`src/hw/rtl/gccl_bitmem.sv`:
```
// One-bit-wide memory, one write and one registered read port per cycle.
// Depends on nothing.
module gccl_bitmem #(
  parameter int unsigned Depth = 1024,
  parameter int unsigned AddrW = 10
) (
  input  logic             clk_i,
  input  logic             we_i,
  input  logic [AddrW-1:0] waddr_i,
  input  logic             wdata_i,
  input  logic [AddrW-1:0] raddr_i,
  output logic             rdata_o
);
  logic mem [Depth];

  always_ff @(posedge clk_i) begin
    if (we_i) begin
      mem[waddr_i] <= wdata_i;
    end
    rdata_o <= mem[raddr_i];
  end
endmodule

```
`config.mk`:
```
export PLATFORM = sky130hd
export DESIGN_NAME = gccl_bitmem
export DESIGN_NICKNAME = d
export VERILOG_FILES = /design/src/hw/rtl/gccl_bitmem.sv
export SDC_FILE = /design/constraint.sdc
export NUM_CORES = 1
export LEC_CHECK = 0
export BUFFER_PORTS_ARGS = -buffer_cell sky130_fd_sc_hd__buf_2
export CAP_MARGIN = 15
export CORE_MARGIN = 4
export CORE_UTILIZATION = 50
export CTS_BUF_LIST = sky130_fd_sc_hd__clkbuf_8
export CTS_CLUSTER_SIZE = 40
export DETAILED_ROUTE_END_ITERATION = 12
export PLACE_DENSITY = 0.63
export SETUP_SLACK_MARGIN = 0.02
export SLEW_MARGIN = 20
export SYNTH_ARGS = -nofsm -noshare
export SYNTH_HDL_FRONTEND = slang
export SYNTH_SLANG_ARGS = --single-unit
```
`constraint.sdc`:
```
create_clock -name clk_i -period 9.2 [get_ports clk_i]
set_clock_uncertainty 0.15 [all_clocks]
set_input_delay 1.84 -clock clk_i [delete_from_list [all_inputs] [get_ports clk_i]]
set_output_delay 1.84 -clock clk_i [all_outputs]
set_load 0.02 [all_outputs]
```
Word level (Yosys, flattened, before mapping). Memory sizes are Yosys's and may differ from the RTL's. A register that Yosys moved wholly into a read port is not among the register bits. Index checks and enable logic that the tools add are counted.

Logic and storage cells: 3. Memories: 1. Flip-flop bits (word level): 0. RAM bits: 1024. Bits of input ports: 23.

Muxes and demuxes: 2.

Memory list: mem (depth 1024, bits a word 1, read ports 1, clocked after Yosys merged registers in 1, write ports 1, RTL line 14) `logic mem [Depth];`.

Operator list (number): 1-bit 2-to-1 mux (2).

Longest topological paths before layout.
Depth in word-level cells: 2. Mapped depth: 15. Mapped depth without buffers: 8.

Worst setup path before layout. Ideal clock, no wire load.

Path type: input port to flip-flop. Start point: in raddr_i[0]. End point: reg rdata_o (read register of mem). Data required time: 8913 ps. Buffers on the path: 4. Stages: 10. Slack: 4936 ps. Data arrival time: 3977 ps. Cells stage by stage: buf_6 -> buf_12 -> buf_12 -> buf_2 -> mux4_2 -> mux4_2 -> a211oi_1 -> nor2_1 -> o311ai_1 -> o2111ai_1.

RTL lines: from (decl) (RTL line 11) `input logic [AddrW-1:0] raddr_i,`; to (decl) (RTL line 12) `output logic rdata_o`.

==> results.tsv <==
stage	metric	value	unit
power	power.density_cell_area	189.5	nW/um^2
worst_setup_path	critical_path_endpoint_category	register	
global_routing	grt_met2_use	44.45	%
yosys	postSynthCellCount	3112	
floorplanning	placement_rows	109	
cts	cts_made_buffers	167	
detailed_routing	detail_route.wirelength	123.9	mm
yosys	yosys_warnings	0	
finish	layout-area-overhead-vs-synth	8.627	%
global_routing	gr-max-usage-layer	met2	
sta	max_clock_freq	204.9	MHz
yosys	synthTopCellsByArea	edfxtp_1 69%, mux4_2 10%, nor2_1 8.7%, mux2i_1 2.8%, clkbuf_1 1.6%	
sta	finalWorstSetupSlack	4.320	ns
floorplanning	core_area	88510	um^2
sta	hold_slack	0.9982	ns
global_routing	initial_antenna_violation_count	5	
detailed_routing	wire_per_inst	28.46	um
yosys	yosys_register_bits	1025	
yosys	library_cells_used_by_synthesis	56	
sta	timing.setup.tns	0	ns
yosys	yosys.cell_count.top_type	nor2_1	
worst_setup_path	crit_start	raddr_i[0]	
sta	worst_slew_margin_rel	14.11	%
power	switching_power_total	2150	uW
power	seq_power_share	56.0	%
yosys	synth_seq_area_share	68.90	%
finish	finish.cell_count_without_fillers	4352	
finish	finish.instance_area	48510	um^2
cts	root_buffer	clkbuf_8	
sta	grt_setup_unrepaired	no	
power	power_frac_comb	5.5	%
global_routing	grt_pass1_vias	27120	
cts	cts_resized	0	
floorplanning	die-area	94160	um^2
cts	clkTransAtPathRegs	0.06	ns
place	placement.io_buffers	23	
hold_path	hold_path_startpoint	mem[242]	
hold_path	min_path_type	reg -> reg	
run_status	run_status	finished, final reports clean	
power	swShare	23.38	%
detailed_routing	drc_errors	0	
power	static-leakage-power	0.01455	uW
detailed_routing	first_pass_iteration_count_of_the_detailed_router	6	
floorplanning	die-width	306.9	um
sta	tightestPinTransition	1.288	ns
global_routing	grt_use_total	26.40	%
yosys	synth-edff-count	1024	
power	internal_power	7045	uW
detailed_routing	vias	27040	
detailed_routing	drtAntennaViolNets	0	
place	post-place-ws	3.532	ns
worst_setup_path	worst_ep_arrival_time	5.41	ns
cts	cts.htree.levels	4	
floorplanning	top_level_ports	24	
global_routing	use_met3	5.613	%
yosys	yosys.area.top_type	edfxtp_1	
finish	num-nets-final	3080	
global_routing	grt.met1_usage	34.57	%
floorplanning	initial_utilization	50.45	%
detailed_routing	initialDrtViolationCount	3816	
cts	cts.path.max_buffers	3	
sta	hold_violations	0	
cts	clk_sinks	1025	
global_routing	largest_net_degree_at_the_start_of_global_routing	294	
place	dp_hpwl	63.08	mm
worst_setup_path	start_kind	input pin	
worst_setup_path	cp_max_fo	74	
worst_setup_path	setup.worst_path.class	in -> reg	
sta	timing.final.crit_period	4.880	ns
yosys	synth_common_cells	1036 x nor2_1, 1024 x edfxtp_1, 200 x mux4_2	
cts	clock_insertion_delay_worst_skew	0.83	ns
place	placed_cells	4053	
worst_setup_path	timing.rr.start	mem[443]	
cts	holdBufCountCts	0	
yosys	synthesis.nets	3135	
global_routing	grt_pass1_wl	180.1	mm
finish	filler_cell_count	7163	
cts	tritoncts_clock_tree	done	
cts	cts.repair_timing.setup_buffer_count	0	
detailed_routing	post_drt_via_cell_ratio	6.213	
sta	finalMaxSlewViolations	0	
yosys	synth_area_per_cell	14.35	um^2
place	post_dp_cell_area	45550	um^2
power	irDropWorstVdd	0.1163	mV
run	max_cap_violations	0	
floorplanning	die_y	306.9	um
power	power_frac_clock	38.5	%
yosys	netlist_area_before_placement	44660	um^2
finish	drive_above_1_share	16.59	%
global_routing	grt_remaining_overflow	0	
sta	final-setup-viol-count	0	
worst_setup_path	worst_ep_required_time	9.73	ns
yosys	predominant_post_synthesis_flop_cell	edfxtp_1	
yosys	synth-async-reset-ratio	0	%
yosys	synth_largest_type_area_fraction	68.86	%
sta	final_min_period_over_clock_period	53.04	%
place	globalplace.congestion	0.8226	
-- per-layer routing --
layer  vias to the layer above  share of wire [%]  routed length, um
li1                      11410                  -                  -
met1                     14020                 37              46380
met2                      1343                 50              61810
met3                       270                9.3              11570
met4                         2                3.3               4084
met5                         -             0.0089                 11
-- worst paths after layout --
kind	slack (ns)	end	cells after the start
max reg2reg	6.28	rdata_o	7
max	4.32	rdata_o	9
min reg2reg	1.0	rdata_o	5
min	1.0	rdata_o	5
-- critical path, stage by stage --
cell and delay [ns]:
buf_8 0.62, buf_12 0.49, mux4_2 0.59, mux2i_1 0.29, o21ai_0 0.22, a311oi_1 0.53, nor3_1 0.18, nor4_1 0.31
o2111ai_1 0.13
-- power groups by stage --
stage                     logic, uW  registers [uW]  clock network (uW)
after floorplan                 297            5240                   0
after detailed placement        500            5240                   0
after global placement          492            5240                   0
final                           506            5150                3540
after CTS                       501            5140                3590
after global routing            532            5140                3820
-- cells in the final DEF (no fill, tap or decap), drive strengths merged, types with 5 or more instances in the layout --
cell type	n
a2111oi	6
a21oi	37
a22oi	17
and2	6
buf	79
clkbuf	169
clkinv	57
diode	5
edfxtp	1024
inv	69
mux2i	123
mux4	214
nand2	86
nand2b	8
nand3	37
nand4	10
nor2	1036
nor2b	11
nor3	37
nor3b	8
nor4	5
o21ai	13
o221ai	49
o22ai	28
-- layout make-up --
type	count	area [um^2]	area share (%)
clock inverters	125	594.3	1.225
repair buffers	79	644.4	1.328
clock buffers	169	2326	4.795
diodes	5	12.51	0.02579
flip-flops and latches	1025	30770	63.43
well taps	1165	1458	3.005
inverters	6	22.52	0.04643
multi-input cells	1778	12680	26.14
-- stage by stage --
step                      power, uW  util [%]
final                          9195     54.81
after floorplan                5539         -
after global placement         5732     51.46
after CTS                      9235     54.76
after detailed placement       5741     51.46
after global routing           9492     54.80
-- state kept, by name, indices dropped and copies added (netlist names) --
name,count
mem,1024
rdata_o,1
-- logic make-up (layout without fill, tap and decap cells) --
logic type      after synthesis  after routing  synth area share (%)
simple gates               1260           1260                 11.23
flops                      1025           1025                 68.90
mux                         340            340                 13.74
buf+inv                     309            379                 3.298
compound gates              178            178                 2.830
other cells                   0              5                     0
No activity file was read; power rests on OpenSTA's default activity.
